## src/rtl/ptrc_pkg.sv

```systemverilog
package ptrc_pkg;

  localparam int ENTRIES = 8;
  localparam int IDX_W = (ENTRIES > 1) ? $clog2(ENTRIES) : 1;
  localparam int CNT_W = $clog2(ENTRIES + 1);

  localparam logic [31:0] LIMIT_RESET = 32'd1024;
  localparam logic [7:0] ADV_MAX = 8'd255;
  localparam logic [31:0] ADV_SPAN = 32'd256;

  localparam logic [3:0] CMD_FIND_TI = 4'd0;
  localparam logic [3:0] CMD_FIND_ID = 4'd1;
  localparam logic [3:0] CMD_FIND_TYPE = 4'd2;
  localparam logic [3:0] CMD_VERIFY = 4'd3;
  localparam logic [3:0] CMD_PAIR = 4'd4;
  localparam logic [3:0] CMD_SAVE = 4'd5;
  localparam logic [3:0] CMD_SET_VER = 4'd6;
  localparam logic [3:0] CMD_ERASE = 4'd7;
  localparam logic [3:0] CMD_ERASE_ALL = 4'd8;
  localparam logic [3:0] CMD_FIND_FREE = 4'd9;
  localparam logic [3:0] CMD_CLEAR = 4'd10;

  typedef logic [IDX_W-1:0] idx_t;
  typedef logic [CNT_W-1:0] cnt_t;

  typedef struct packed {
    logic [7:0]  peer_type;
    logic [31:0] ident;
    logic [31:0] code;
    logic [15:0] model;
    logic [31:0] version;
  } entry_t;

  localparam int ENTRY_W = $bits(entry_t);

  typedef struct packed {
    logic [3:0]  cmd;
    logic [7:0]  peer_type;
    logic [31:0] peer_id;
    logic [31:0] code_value;
    logic [2:0]  slot;
    logic [15:0] model_value;
    logic [31:0] version_value;
    logic [1:0]  clear_mask;
  } item_t;

  typedef struct packed {
    logic       ok;
    logic [2:0] hit_slot;
    logic [7:0] advance;
    logic       code_store_due;
    logic       table_store_due;
  } result_t;

  typedef struct packed {
    logic   wr_en;
    idx_t   wr_addr;
    entry_t wr_data;
    logic   rd_en;
    idx_t   rd_addr;
  } mem_req_t;

endpackage

```

## src/rtl/pairing_table_rolling_code_check_unit.sv

```systemverilog
// Pairing table with rolling-code replay check. One command word goes in and one result
// word comes out. The peer records live in a single-port-read memory of ENTRIES rows with a
// registered read; active and written marks are flip-flops, so reset takes effect at once with
// no clearing pass. Lookups, save and set version read the rows one per cycle through that read
// port and stop at the first match; save then writes the matched row and set version writes it
// when the version changes. Verify reads its row, checks the code and writes it back when
// accepted; pair writes the free row; erase, erase all, find free and clear flags go straight
// to the result. A new command word is accepted while a finished result still waits in the output register.
module pairing_table_rolling_code_check_unit (
  input  logic        clk,
  input  logic        rst,
  input  logic        cfg_valid,
  output logic        cfg_ready,
  input  logic [31:0] cfg_data,
  input  logic        in_valid,
  output logic        in_ready,
  input  logic [3:0]  cmd,
  input  logic [7:0]  peer_type,
  input  logic [31:0] peer_id,
  input  logic [31:0] code_value,
  input  logic [2:0]  slot,
  input  logic [15:0] model_value,
  input  logic [31:0] version_value,
  input  logic [1:0]  clear_mask,
  output logic        out_valid,
  input  logic        out_ready,
  output logic        ok,
  output logic [2:0]  hit_slot,
  output logic [7:0]  advance,
  output logic        code_store_due,
  output logic        table_store_due
);
  import ptrc_pkg::*;

  logic [31:0] limit;
  item_t       item;
  mem_req_t    mem_req;
  entry_t      rd_data;
  logic        res_valid;
  logic        res_ready;
  result_t     res;

  assign cfg_ready = 1'b1;

  always_ff @(posedge clk) begin
    if (rst) begin
      limit <= LIMIT_RESET;
    end else if (cfg_valid) begin
      limit <= cfg_data;
    end
  end

  assign item = item_t'{cmd, peer_type, peer_id, code_value, slot, model_value,
                        version_value, clear_mask};

  ptrc_ram #(
    .WIDTH(ENTRY_W),
    .DEPTH(ENTRIES)
  ) u_ram (
    .clk(clk),
    .wr_en(mem_req.wr_en),
    .wr_addr(mem_req.wr_addr),
    .wr_data(mem_req.wr_data),
    .rd_en(mem_req.rd_en),
    .rd_addr(mem_req.rd_addr),
    .rd_data(rd_data)
  );

  ptrc_ctrl u_ctrl (
    .clk(clk),
    .rst(rst),
    .in_valid(in_valid),
    .in_ready(in_ready),
    .item(item),
    .limit(limit),
    .mem_req(mem_req),
    .rd_data(rd_data),
    .res_valid(res_valid),
    .res_ready(res_ready),
    .res(res)
  );

  assign res_ready = !out_valid || out_ready;

  always_ff @(posedge clk) begin
    if (rst) begin
      out_valid <= 1'b0;
    end else if (res_valid && res_ready) begin
      out_valid <= 1'b1;
      ok <= res.ok;
      hit_slot <= res.hit_slot;
      advance <= res.advance;
      code_store_due <= res.code_store_due;
      table_store_due <= res.table_store_due;
    end else if (out_ready) begin
      out_valid <= 1'b0;
    end
  end

`ifndef NO_ASSERTIONS
  a_miss_slot_zero: assert property (@(posedge clk) disable iff (rst)
    out_valid && !ok |-> hit_slot == 3'd0)
    else $error("Result word without a hit carries a nonzero slot.");

  a_advance_needs_ok: assert property (@(posedge clk) disable iff (rst)
    out_valid && (advance != 8'd0) |-> ok)
    else $error("Result word carries an advance without acceptance.");

  a_one_at_a_time: assert property (@(posedge clk) disable iff (rst)
    in_ready |-> !res_valid)
    else $error("Command word taken while a result is still being handed over.");

  a_result_follows_accept: assert property (@(posedge clk) disable iff (rst)
    in_valid && in_ready |=> !in_ready)
    else $error("Command word accepted without the sequencer going busy.");
`endif

endmodule

```

## src/rtl/ptrc_ram.sv

```systemverilog
module ptrc_ram #(
  parameter int WIDTH = 8,
  parameter int DEPTH = 8
) (
  input  logic                                        clk,
  input  logic                                        wr_en,
  input  logic [((DEPTH > 1) ? $clog2(DEPTH) : 1)-1:0] wr_addr,
  input  logic [WIDTH-1:0]                            wr_data,
  input  logic                                        rd_en,
  input  logic [((DEPTH > 1) ? $clog2(DEPTH) : 1)-1:0] rd_addr,
  output logic [WIDTH-1:0]                            rd_data
);

  logic [WIDTH-1:0] mem [DEPTH];

  always_ff @(posedge clk) begin
    if (wr_en) begin
      mem[wr_addr] <= wr_data;
    end
    if (rd_en) begin
      rd_data <= mem[rd_addr];
    end
  end

endmodule

```

## src/rtl/ptrc_ctrl.sv

```systemverilog
module ptrc_ctrl (
  input  logic               clk,
  input  logic               rst,
  input  logic               in_valid,
  output logic               in_ready,
  input  ptrc_pkg::item_t    item,
  input  logic [31:0]        limit,
  output ptrc_pkg::mem_req_t mem_req,
  input  ptrc_pkg::entry_t   rd_data,
  output logic               res_valid,
  input  logic               res_ready,
  output ptrc_pkg::result_t  res
);
  import ptrc_pkg::*;

  typedef enum logic [2:0] {IDLE, SCAN, VREAD, VCHECK, WRITE, RESULT} state_t;

  state_t             state;
  item_t              cur;
  logic [ENTRIES-1:0] active;
  logic [ENTRIES-1:0] filled;
  logic               code_flag;
  logic               table_flag;
  cnt_t               issue_cnt;
  logic               eval_vld;
  idx_t               eval_idx;
  idx_t               wr_addr;
  entry_t             wr_data;
  logic               wr_pair;
  logic               ok_r;
  logic [2:0]         hit_r;
  logic [7:0]         adv_r;

  logic   free_found;
  idx_t   free_idx;
  logic   in_slot_ok;
  idx_t   in_idx;
  idx_t   cur_idx;
  logic   issuing;
  logic   use_type;
  logic   use_id;
  logic   hit_now;
  logic   last_eval;
  entry_t rec_eff;
  entry_t rec_code;
  entry_t rec_ver;
  logic [31:0] code_gap;
  logic   code_accept;

  always_comb begin
    free_found = 1'b0;
    free_idx = '0;
    for (int i = ENTRIES - 1; i >= 0; i--) begin
      if (!active[i]) begin
        free_found = 1'b1;
        free_idx = idx_t'(i);
      end
    end
  end

  assign in_slot_ok = 32'(item.slot) < ENTRIES;
  assign in_idx = idx_t'(item.slot);
  assign cur_idx = idx_t'(cur.slot);
  assign issuing = (state == SCAN) && (issue_cnt < CNT_W'(ENTRIES));

  assign use_type = cur.cmd inside {CMD_FIND_TI, CMD_FIND_TYPE, CMD_SAVE, CMD_SET_VER};
  assign use_id = cur.cmd inside {CMD_FIND_TI, CMD_FIND_ID, CMD_SAVE};
  assign hit_now = eval_vld && active[eval_idx]
                   && (!use_type || (rd_data.peer_type == cur.peer_type))
                   && (!use_id || (rd_data.ident == cur.peer_id));
  assign last_eval = eval_idx == idx_t'(ENTRIES - 1);

  assign rec_eff = filled[cur_idx] ? rd_data : '0;
  assign code_gap = cur.code_value - rec_eff.code;
  assign code_accept = code_gap < limit;

  always_comb begin
    rec_code = rec_eff;
    rec_code.code = cur.code_value;
    rec_ver = rd_data;
    rec_ver.version = cur.version_value;
  end

  assign mem_req.wr_en = state == WRITE;
  assign mem_req.wr_addr = wr_addr;
  assign mem_req.wr_data = wr_data;
  assign mem_req.rd_en = issuing || (state == VREAD);
  assign mem_req.rd_addr = (state == VREAD) ? cur_idx : issue_cnt[IDX_W-1:0];

  assign in_ready = state == IDLE;
  assign res_valid = state == RESULT;
  assign res.ok = ok_r;
  assign res.hit_slot = hit_r;
  assign res.advance = adv_r;
  assign res.code_store_due = code_flag;
  assign res.table_store_due = table_flag;

  always_ff @(posedge clk) begin
    if (rst) begin
      state <= IDLE;
      active <= '0;
      filled <= '0;
      code_flag <= 1'b0;
      table_flag <= 1'b0;
      issue_cnt <= '0;
      eval_vld <= 1'b0;
    end else begin
      case (state)
        IDLE: begin
          if (in_valid) begin
            cur <= item;
            ok_r <= 1'b0;
            hit_r <= '0;
            adv_r <= '0;
            wr_pair <= 1'b0;
            state <= RESULT;
            case (item.cmd)
              CMD_FIND_TI, CMD_FIND_ID, CMD_FIND_TYPE, CMD_SAVE, CMD_SET_VER: begin
                issue_cnt <= '0;
                eval_vld <= 1'b0;
                state <= SCAN;
              end
              CMD_VERIFY: begin
                if (in_slot_ok) begin
                  state <= VREAD;
                end
              end
              CMD_PAIR: begin
                if (free_found) begin
                  wr_addr <= free_idx;
                  wr_data <= entry_t'{item.peer_type, item.peer_id, item.code_value,
                                      16'd0, 32'd0};
                  wr_pair <= 1'b1;
                  ok_r <= 1'b1;
                  hit_r <= 3'(free_idx);
                  code_flag <= 1'b1;
                  table_flag <= 1'b1;
                  state <= WRITE;
                end
              end
              CMD_ERASE: begin
                if (in_slot_ok) begin
                  active[in_idx] <= 1'b0;
                  filled[in_idx] <= 1'b0;
                  ok_r <= 1'b1;
                  hit_r <= item.slot;
                end
              end
              CMD_ERASE_ALL: begin
                active <= '0;
                filled <= '0;
                ok_r <= 1'b1;
              end
              CMD_FIND_FREE: begin
                ok_r <= free_found;
                hit_r <= free_found ? 3'(free_idx) : 3'd0;
              end
              CMD_CLEAR: begin
                if (item.clear_mask[0]) begin
                  code_flag <= 1'b0;
                end
                if (item.clear_mask[1]) begin
                  table_flag <= 1'b0;
                end
                ok_r <= 1'b1;
              end
              default: begin
                ok_r <= 1'b0;
              end
            endcase
          end
        end
        SCAN: begin
          if (issuing) begin
            issue_cnt <= issue_cnt + 1'b1;
            eval_vld <= 1'b1;
            eval_idx <= issue_cnt[IDX_W-1:0];
          end else begin
            eval_vld <= 1'b0;
          end
          if (eval_vld && (hit_now || last_eval)) begin
            eval_vld <= 1'b0;
            state <= RESULT;
            if (hit_now) begin
              ok_r <= 1'b1;
              hit_r <= 3'(eval_idx);
              wr_addr <= eval_idx;
              case (cur.cmd)
                CMD_SAVE: begin
                  wr_data <= entry_t'{cur.peer_type, cur.peer_id, cur.code_value,
                                      cur.model_value, cur.version_value};
                  state <= WRITE;
                end
                CMD_SET_VER: begin
                  if (rd_data.version != cur.version_value) begin
                    wr_data <= rec_ver;
                    table_flag <= 1'b1;
                    state <= WRITE;
                  end
                end
                default: begin
                  state <= RESULT;
                end
              endcase
            end
          end
        end
        VREAD: begin
          state <= VCHECK;
        end
        VCHECK: begin
          state <= RESULT;
          if (code_accept) begin
            wr_addr <= cur_idx;
            wr_data <= rec_code;
            ok_r <= 1'b1;
            hit_r <= cur.slot;
            adv_r <= (code_gap < ADV_SPAN) ? code_gap[7:0] : ADV_MAX;
            if (code_gap >= (limit >> 1)) begin
              code_flag <= 1'b1;
            end
            state <= WRITE;
          end
        end
        WRITE: begin
          filled[wr_addr] <= 1'b1;
          if (wr_pair) begin
            active[wr_addr] <= 1'b1;
          end
          state <= RESULT;
        end
        RESULT: begin
          if (res_ready) begin
            state <= IDLE;
          end
        end
        default: begin
          state <= IDLE;
        end
      endcase
    end
  end

endmodule

```

## config.mk

```make
export PLATFORM = sky130hd
export DESIGN_NAME = pairing_table_rolling_code_check_unit
export DESIGN_NICKNAME = d
export VERILOG_FILES = /design/src/rtl/ptrc_pkg.sv /design/src/rtl/pairing_table_rolling_code_check_unit.sv /design/src/rtl/ptrc_ram.sv /design/src/rtl/ptrc_ctrl.sv
export SDC_FILE = /design/constraint.sdc
export NUM_CORES = 1
export LEC_CHECK = 0
export ABC_CLOCK_PERIOD_IN_PS = 22300
export BUFFER_PORTS_ARGS = -buffer_cell sky130_fd_sc_hd__buf_2
export CORE_MARGIN = 1
export CORE_UTILIZATION = 50
export DETAILED_ROUTE_END_ITERATION = 16
export PLACE_DENSITY = 0.67
export SETUP_SLACK_MARGIN = 0.4
export SLEW_MARGIN = 20
export SYNTH_ARGS = -nofsm -noshare
export SYNTH_HDL_FRONTEND = slang
export SYNTH_SLANG_ARGS = --single-unit
```

## constraint.sdc

```tcl
create_clock -name clk -period 22.3 [get_ports clk]
set_input_delay 2.23 -clock clk [delete_from_list [all_inputs] [get_ports clk]]
set_output_delay 2.23 -clock clk [all_outputs]
set_load 0.02 [all_outputs]
```

======== Word-level counts from Yosys, hierarchy flattened ========
Memories as Yosys holds them, arrays and structs flattened. A register that Yosys moved wholly into a read port is not among the register bits.
Index checks and enable logic that the tools add are counted.
cells by class
  add/subtract/negate cells ............... 2
  order comparisons ....................... 10
  equality and inequality tests ........... 43
  muxes and demuxes ....................... 102
  bitwise gates (word level) .............. 6
  reduce and logical (&&, ||, !) cells .... 43
operators by type and width
  operator               count
  $mux W120              8
  $pmux W120 S3          1
  $pmux W120 S2          1
  $pmux W8 S2            5
  $mux W3                21
  $mux W8                6
  $mux W1                39
  $eq A32 B32 Y1         1
  $ge A32 B31 Y1         1
  $lt A32 B32 Y1         1
  $lt A32 B9 Y1 const B  1
  $ne A32 B32 Y1         1
  $sub A32 B32 Y32       1
  $pmux W3 S3            3
  $eq A4 B3 Y1 const B   6
  $ne A2 B1 Y1 const B   9
  $pmux W3 S6            1
  $and A8 B8 Y8          2
  $lt A3 B4 Y1 const B   4
  $or A8 B8 Y8           2
  $reduce_and A3 Y1      5
  $eq A4 B2 Y1 const B   3
  $eq A4 B4 Y1 const B   3
  $mux W4                3
  other kinds (38)       78
word-level totals
  register bits ........................... 339
  memory bits (writable) .................. 960
  input port bits ......................... 166
  output and inout port bits .............. 17
  logic and storage cells ................. 239
  memories ................................ 1
memory list
  name       words  bits a word  rd ports  clocked after memory_dff  wr ports  line            text
  u_ram.mem  8      120          1         1                         1         ptrc_ram.sv:14  logic [WIDTH-1:0] mem [DEPTH];

======== Logic depth before layout (Yosys ltp) ========
  word-level depth ........................ 12
  mapped depth ............................ 22
  gate-level depth less buffers ........... 21

======== By module ========
A second synthesis with hierarchy kept.
second synthesis, totals
  cells, all modules ...................... 3083
  area total of the unflattened synthesis .. 58149.5 um^2
by module, submodules not included
  module                                 times used  cells an instance  area each (um^2)  sequential area each (um^2)
  ptrc_ram                               1           1520               40227.3           32431.1
  ptrc_ctrl                              1           1438               16276.9           8508.2
  pairing_table_rolling_code_check_unit  1           125                1645.3            1081.0

======== Least setup slack after synthesis ========
Ideal clock, no wire load.
  path type ............................... register to register
  start ................................... register u_ctrl.state[2]
  end ..................................... memory u_ram.mem[0][0] in the netlist's numbering (enable)
  setup time .............................. 696 ps
  data arrival time ....................... 8268 ps
  required time ........................... 21604 ps
  setup slack ............................. 13336 ps
  cell stages (with the launch flop) ...... 6
  path buffers ............................ 2
  period minus slack after synthesis ...... 8964 ps
  cells stage by stage .................... dfxtp_1 clkbuf_1 nand2b_1 or3_1 clkbuf_1 nor3_1
on the way
  cells in the longest elaborated chain, start to end .. 3
RTL lines
  what                           line              text
  start: declaration             ptrc_ctrl.sv:18   state_t state;
  start signal: assignment       ptrc_ctrl.sv:100  state <= IDLE;
  start signal: assignment       ptrc_ctrl.sv:116  state <= RESULT;
  start signal: assignment       ptrc_ctrl.sv:121  state <= SCAN;
  $eq A3 B3 Y1                   ptrc_ctrl.sv:84   assign mem_req.wr_en = state == WRITE;
  $mux W1                        ptrc_ram.sv:17    if (wr_en) begin
  $mux W1 (not written as such)  ptrc_ram.sv:18    mem[wr_addr] <= wr_data;
  end: declaration               ptrc_ram.sv:14
Every way passes these cells.

======== Worst setup path in the final report ========
  start ................................... register u_ctrl.cur (netlist bit u_ctrl.cur_idx[0])
  end ..................................... register, netlist name u_ctrl.mem_req[103]
on the way
  cells in the longest elaborated chain, start to end .. 7
RTL lines
  what                                 line              text
  start: declaration                   ptrc_ctrl.sv:19   item_t cur;
  start signal: assignment             ptrc_ctrl.sv:111  cur <= item;
  $bmux W1 S3                          ptrc_ctrl.sv:73   assign rec_eff = filled[cur_idx] ? rd_data : '0;
  $mux W1 (not written as such)        ptrc_ctrl.sv:73
  $mux W120                            ptrc_ctrl.sv:73
  $sub A32 B32 Y32                     ptrc_ctrl.sv:74   assign code_gap = cur.code_value - rec_eff.code;
  $lt A32 B32 Y1                       ptrc_ctrl.sv:75   assign code_accept = code_gap < limit;
  $ne A2 B1 Y1 (no source line)        --
  $reduce_and A10 Y1 (no source line)  --
Every way passes these cells. The select of a mux whose other input is x is not followed.
A chain may end at the register's enable or synchronous reset.

==> results.md <==
- Final worst slack: 13.70 ns
- CTS clk-pin slew, worst paths: 0.06 ns
- Congestion Overflow GR: 0
- LEAKAGE: 19.2 nW
- DRC violations left: 0
- PD cells: 108 nW/um^2
- Worst Min Path Start: u_ctrl.ok_r
- Final Hold Viols: 0
- P_int: 4.50 mW
- Worst slew pin tran: 1.12 ns
- Slew Limit Headroom: 0.254
- Routed WL per cell: 25.3 um
- Switch share: 0.270
- Clk Latency, worst-skew pair: 0.71 ns
- Initial antenna violation count: 15
- CTS Buf Count: 119
- DR pass1 iterations: 6
- RSZ-0062 raised after global routing: false
- Setup crit end kind: flop
- Outcome: finished, final reports clean
- CTS Root Cell: clkbuf_16
- ANT nets after route: 0
- Placeable Area: 100000 sq um
- Worst-path cell with the longest stage delay: and4_4
- Fmax: 0.116 GHz
- Ys Warns: 0
- First-pass GRT wire length: 170 mm
- CP Buf/Inv Count: 2
- R2r setup slk: 13.70 ns
- Final clock skew: 0.0360 ns
- Synth Area per Inst: 18.2 sq um
- Worst Setup Path Type: reg -> reg
- Pre-CTS setup slack: 13.72 ns
- Die extent in x: 321 um
- Routability-driven placement congestion ratio: 0.875
- Worst Setup SP: u_ctrl.cur_idx[0]
- I/O pins: 183
- R2R Path Start: u_ctrl.cur_idx[0]
- Floorplan row count: 116
- H-tree levels: 3
- DR top layer: met5
- Starting density of the core: 0.506
- Post_cts resized: 0
- Setup TNS: 0 ns
- Layout cells sized above 1: 0.244
- Sequential share of power: 0.491
- Max-slew violation count: 0
- Clock power frac: 0.327
- CTS sink cnt: 1243
- Critical Path, Cell by Cell: mux4_2 -> mux2_2 -> and2_1 -> ha_1 -> inv_1 -> fa_1 -> a211oi_2 -> o211ai_1 -> nand2_1 -> a211oi_1 -> a21oi_1 -> o311ai_0 -> ha_1 -> a21oi_1 -> nor2b_1 -> o211ai_1 -> a21o_1 -> o221ai_1 -> o21ai_0 -> and4_4 -> buf_4
- Vias in the first global route: 27400
- Top delay family on crit path: compound AO/OA/AOI/OAI gates
- Design Power: 6.16 mW
- Largest net degree at the start of global routing: 130
- Gate Count Post-Synth: 2787
- Main flop type after synthesis: edfxtp_1
- Critical Path AT: 8.91 ns
- Logic pwr share: 0.182
- Post-synthesis sequential area ratio: 0.723
- CP peak stage delay: 1.01 ns
- Via count: 26600
- CTS tree: built
- Net Switching: 1.66 mW
- DIE AREA: 103000 sq um
- DR WL met2: 55.9 mm
- Fin cells: 4458
- NumNets Final: 3252
- Die H: 321 um
- Fraction of registers with async set/reset: 0
- Setup Fix Bufs, Post-CTS: 0
- Layout area overhead: 12.8%
- Iter 0 DRT Violations: 2366
- Crit-path max FO: 56
- Layout fillers: 7467
- Startpoint Class: flop
- #FFs+latches synth: 1243
- Synth unique cells: 88
- Min cycle time layout: 8.60 ns
- Clock Tree Buf Depth: 3
- Synthesized Nets: 3048
- WL met1: 47.5 mm
- Overall global routing resource usage: 0.222
- Peak VDD IR: 0.0634 mV
- Vias per inst: 5.97
- Final period util: 0.386
- Data required, critical path: 22.61 ns
- Hold slack final: 0.417 ns
- Reg area: 36700 sq um
- Area occupied by multi-input gates: 13300 sq um
- Synthesized area: 50800 sq um
- Placed insts: 4226
- Post-DP HPWL: 64.0 mm
- Hold Crit Class: reg -> reg
- # setup viols final: 0
- Met3 WL: 7.55 mm
- Hold-fix buffers at CTS: 0
- I/O Buffers: 165
- WL final: 113 mm
- Number of synthesized flops with an enable pin: 1184
- Maximum capacitance violations: 0
[logic make-up after synthesis]
kind of cell,after synthesis,synth area share
other cells,1,0.0000738
flops,1243,0.723
xor+xnor,93,0.0160
fa+ha+maj,95,0.0236
compound gates,360,0.0507
mux,390,0.132
buf+inv,217,0.0173
simple gates,388,0.0372
[metal layers]
metal	vias up	track usage
met4	12	0.0509
met1	13900	0.308
met3	140	0.0328
met5	-	0
met2	878	0.371
li1	11600	-
[worst reg2reg max path: stages, from the launching register on]
cell and delay [ns]:
edfxtp_1 0.54, mux4_2 0.56, mux2_2 0.56, and2_1 0.33
ha_1 0.18, inv_1 0.07, fa_1 0.25, a211oi_2 0.11
o211ai_1 0.25, nand2_1 0.19, a211oi_1 0.47, a21oi_1 0.14
o311ai_0 0.79, ha_1 0.39, a21oi_1 0.14, nor2b_1 0.06
o211ai_1 0.16, a21o_1 0.17, o221ai_1 0.30, o21ai_0 0.52
and4_4 1.01, buf_4 0.99
[path summary, 6_finish.rpt]
| check | endpoint | cells past startpoint |
|---|---|---|
| worst max-delay path | u_ctrl.mem_req[103] | 21 |
| worst min-delay path | ok | 0 |
| worst max register to register | u_ctrl.mem_req[103] | 21 |
| worst min register to register | ok | 0 |
[power groups by stage]
stage | Combinational (mW) | Sequential [mW] | Clock (mW)
CTS | 1.13 | 3.02 | 2.05
floorplan | 0.809 | 3.05 | 0
global placement | 1.11 | 3.05 | 0
detailed placement | 1.13 | 3.07 | 0
global route | 1.22 | 3.05 | 2.14
finish | 1.12 | 3.02 | 2.01
[state kept, by name, summed over array words and instances, names as in the netlist, 3 cells and up]
register	cells
u_ctrl.active	8
u_ctrl.hit_r	3
u_ram.mem	832
hit_slot	3
u_ctrl.eval_idx	3
advance	8
u_ctrl.wr_addr	3
u_ctrl.state	3
u_ctrl.cur_idx	3
u_ctrl.mem_req	104
u_ctrl.issue_cnt	4
u_ctrl.cur	108
u_ram.rd_data	104
u_ctrl.adv_r	8
limit	32
u_ctrl.filled	8
[cells in the final DEF, fill, tap and decap left out, drive strengths merged, types with 8 or more instances in the layout]
| cell type | count |
|---|---|
| o211ai | 10 |
| nand2b | 13 |
| clkinvlp | 16 |
| nand4 | 28 |
| or3 | 10 |
| nand3 | 17 |
| dfxtp | 59 |
| a211oi | 14 |
| edfxtp | 1184 |
| a22o | 32 |
| nor2b | 10 |
| a21o | 31 |
| diode | 8 |
| mux2i | 70 |
| nor2 | 89 |
| xor2 | 49 |
| ha | 94 |
| clkbuf | 144 |
| nor3 | 28 |
| mux4 | 212 |
| a222oi | 40 |
| and3 | 8 |
| buf | 205 |
| a31oi | 10 |
| and2 | 8 |
| xnor2 | 44 |
| inv | 100 |
| a21oi | 77 |
| o21a | 26 |
| clkinv | 46 |
| o21ai | 77 |
| mux2 | 108 |
| nor4 | 21 |
| nand2 | 132 |
| bufinv | 12 |
[cells in the mapped netlist (4+ instances only)]
cell type | n | area share
a22oi_1 | 4 | 0.00059
o21a_1 | 26 | 0.0038
xnor2_1 | 44 | 0.0076
and3_1 | 7 | 0.00086
nand3_1 | 17 | 0.0017
a21oi_1 | 74 | 0.0073
buf_2 | 16 | 0.0016
nor2_1 | 89 | 0.0066
nand4_1 | 28 | 0.0034
buf_1 | 11 | 0.00081
dfxtp_1 | 59 | 0.023
or3_1 | 9 | 0.0011
mux4_2 | 212 | 0.094
a211oi_1 | 13 | 0.0019
o211ai_1 | 10 | 0.0015
a31oi_1 | 8 | 0.00099
xor2_1 | 49 | 0.0085
nor4_1 | 21 | 0.0026
mux2i_1 | 70 | 0.014
clkbuf_1 | 87 | 0.0064
a222oi_1 | 40 | 0.0079
ha_1 | 94 | 0.023
mux2_2 | 108 | 0.024
o21ai_0 | 74 | 0.0073
nand2b_1 | 13 | 0.0016
edfxtp_1 | 1184 | 0.70
nand2_1 | 132 | 0.0098
and2_1 | 8 | 0.00099
a21o_1 | 29 | 0.0043
nor3_1 | 28 | 0.0028
a22o_1 | 32 | 0.0055
and4_1 | 5 | 0.00086
nor2b_1 | 10 | 0.0012
inv_1 | 95 | 0.0070
[final cells by class]
cell class,instances,share of cell area
sequential,1243,0.641
multi-input combinational,1327,0.233
clock buffer,144,0.0544
tap,1357,0.0296
timing repair buffer,205,0.0210
clock inverter,79,0.0144
inverter,95,0.00623
antenna,8,0.000350
[metrics by stage]
step	util	cell area (sq um)
floorplan	-	50800
detailed placement	0.531	53300
global route	0.571	57300
global placement	0.531	53300
finish	0.571	57300
CTS	0.571	57200
No activity file was read; power rests on OpenSTA's default activity.
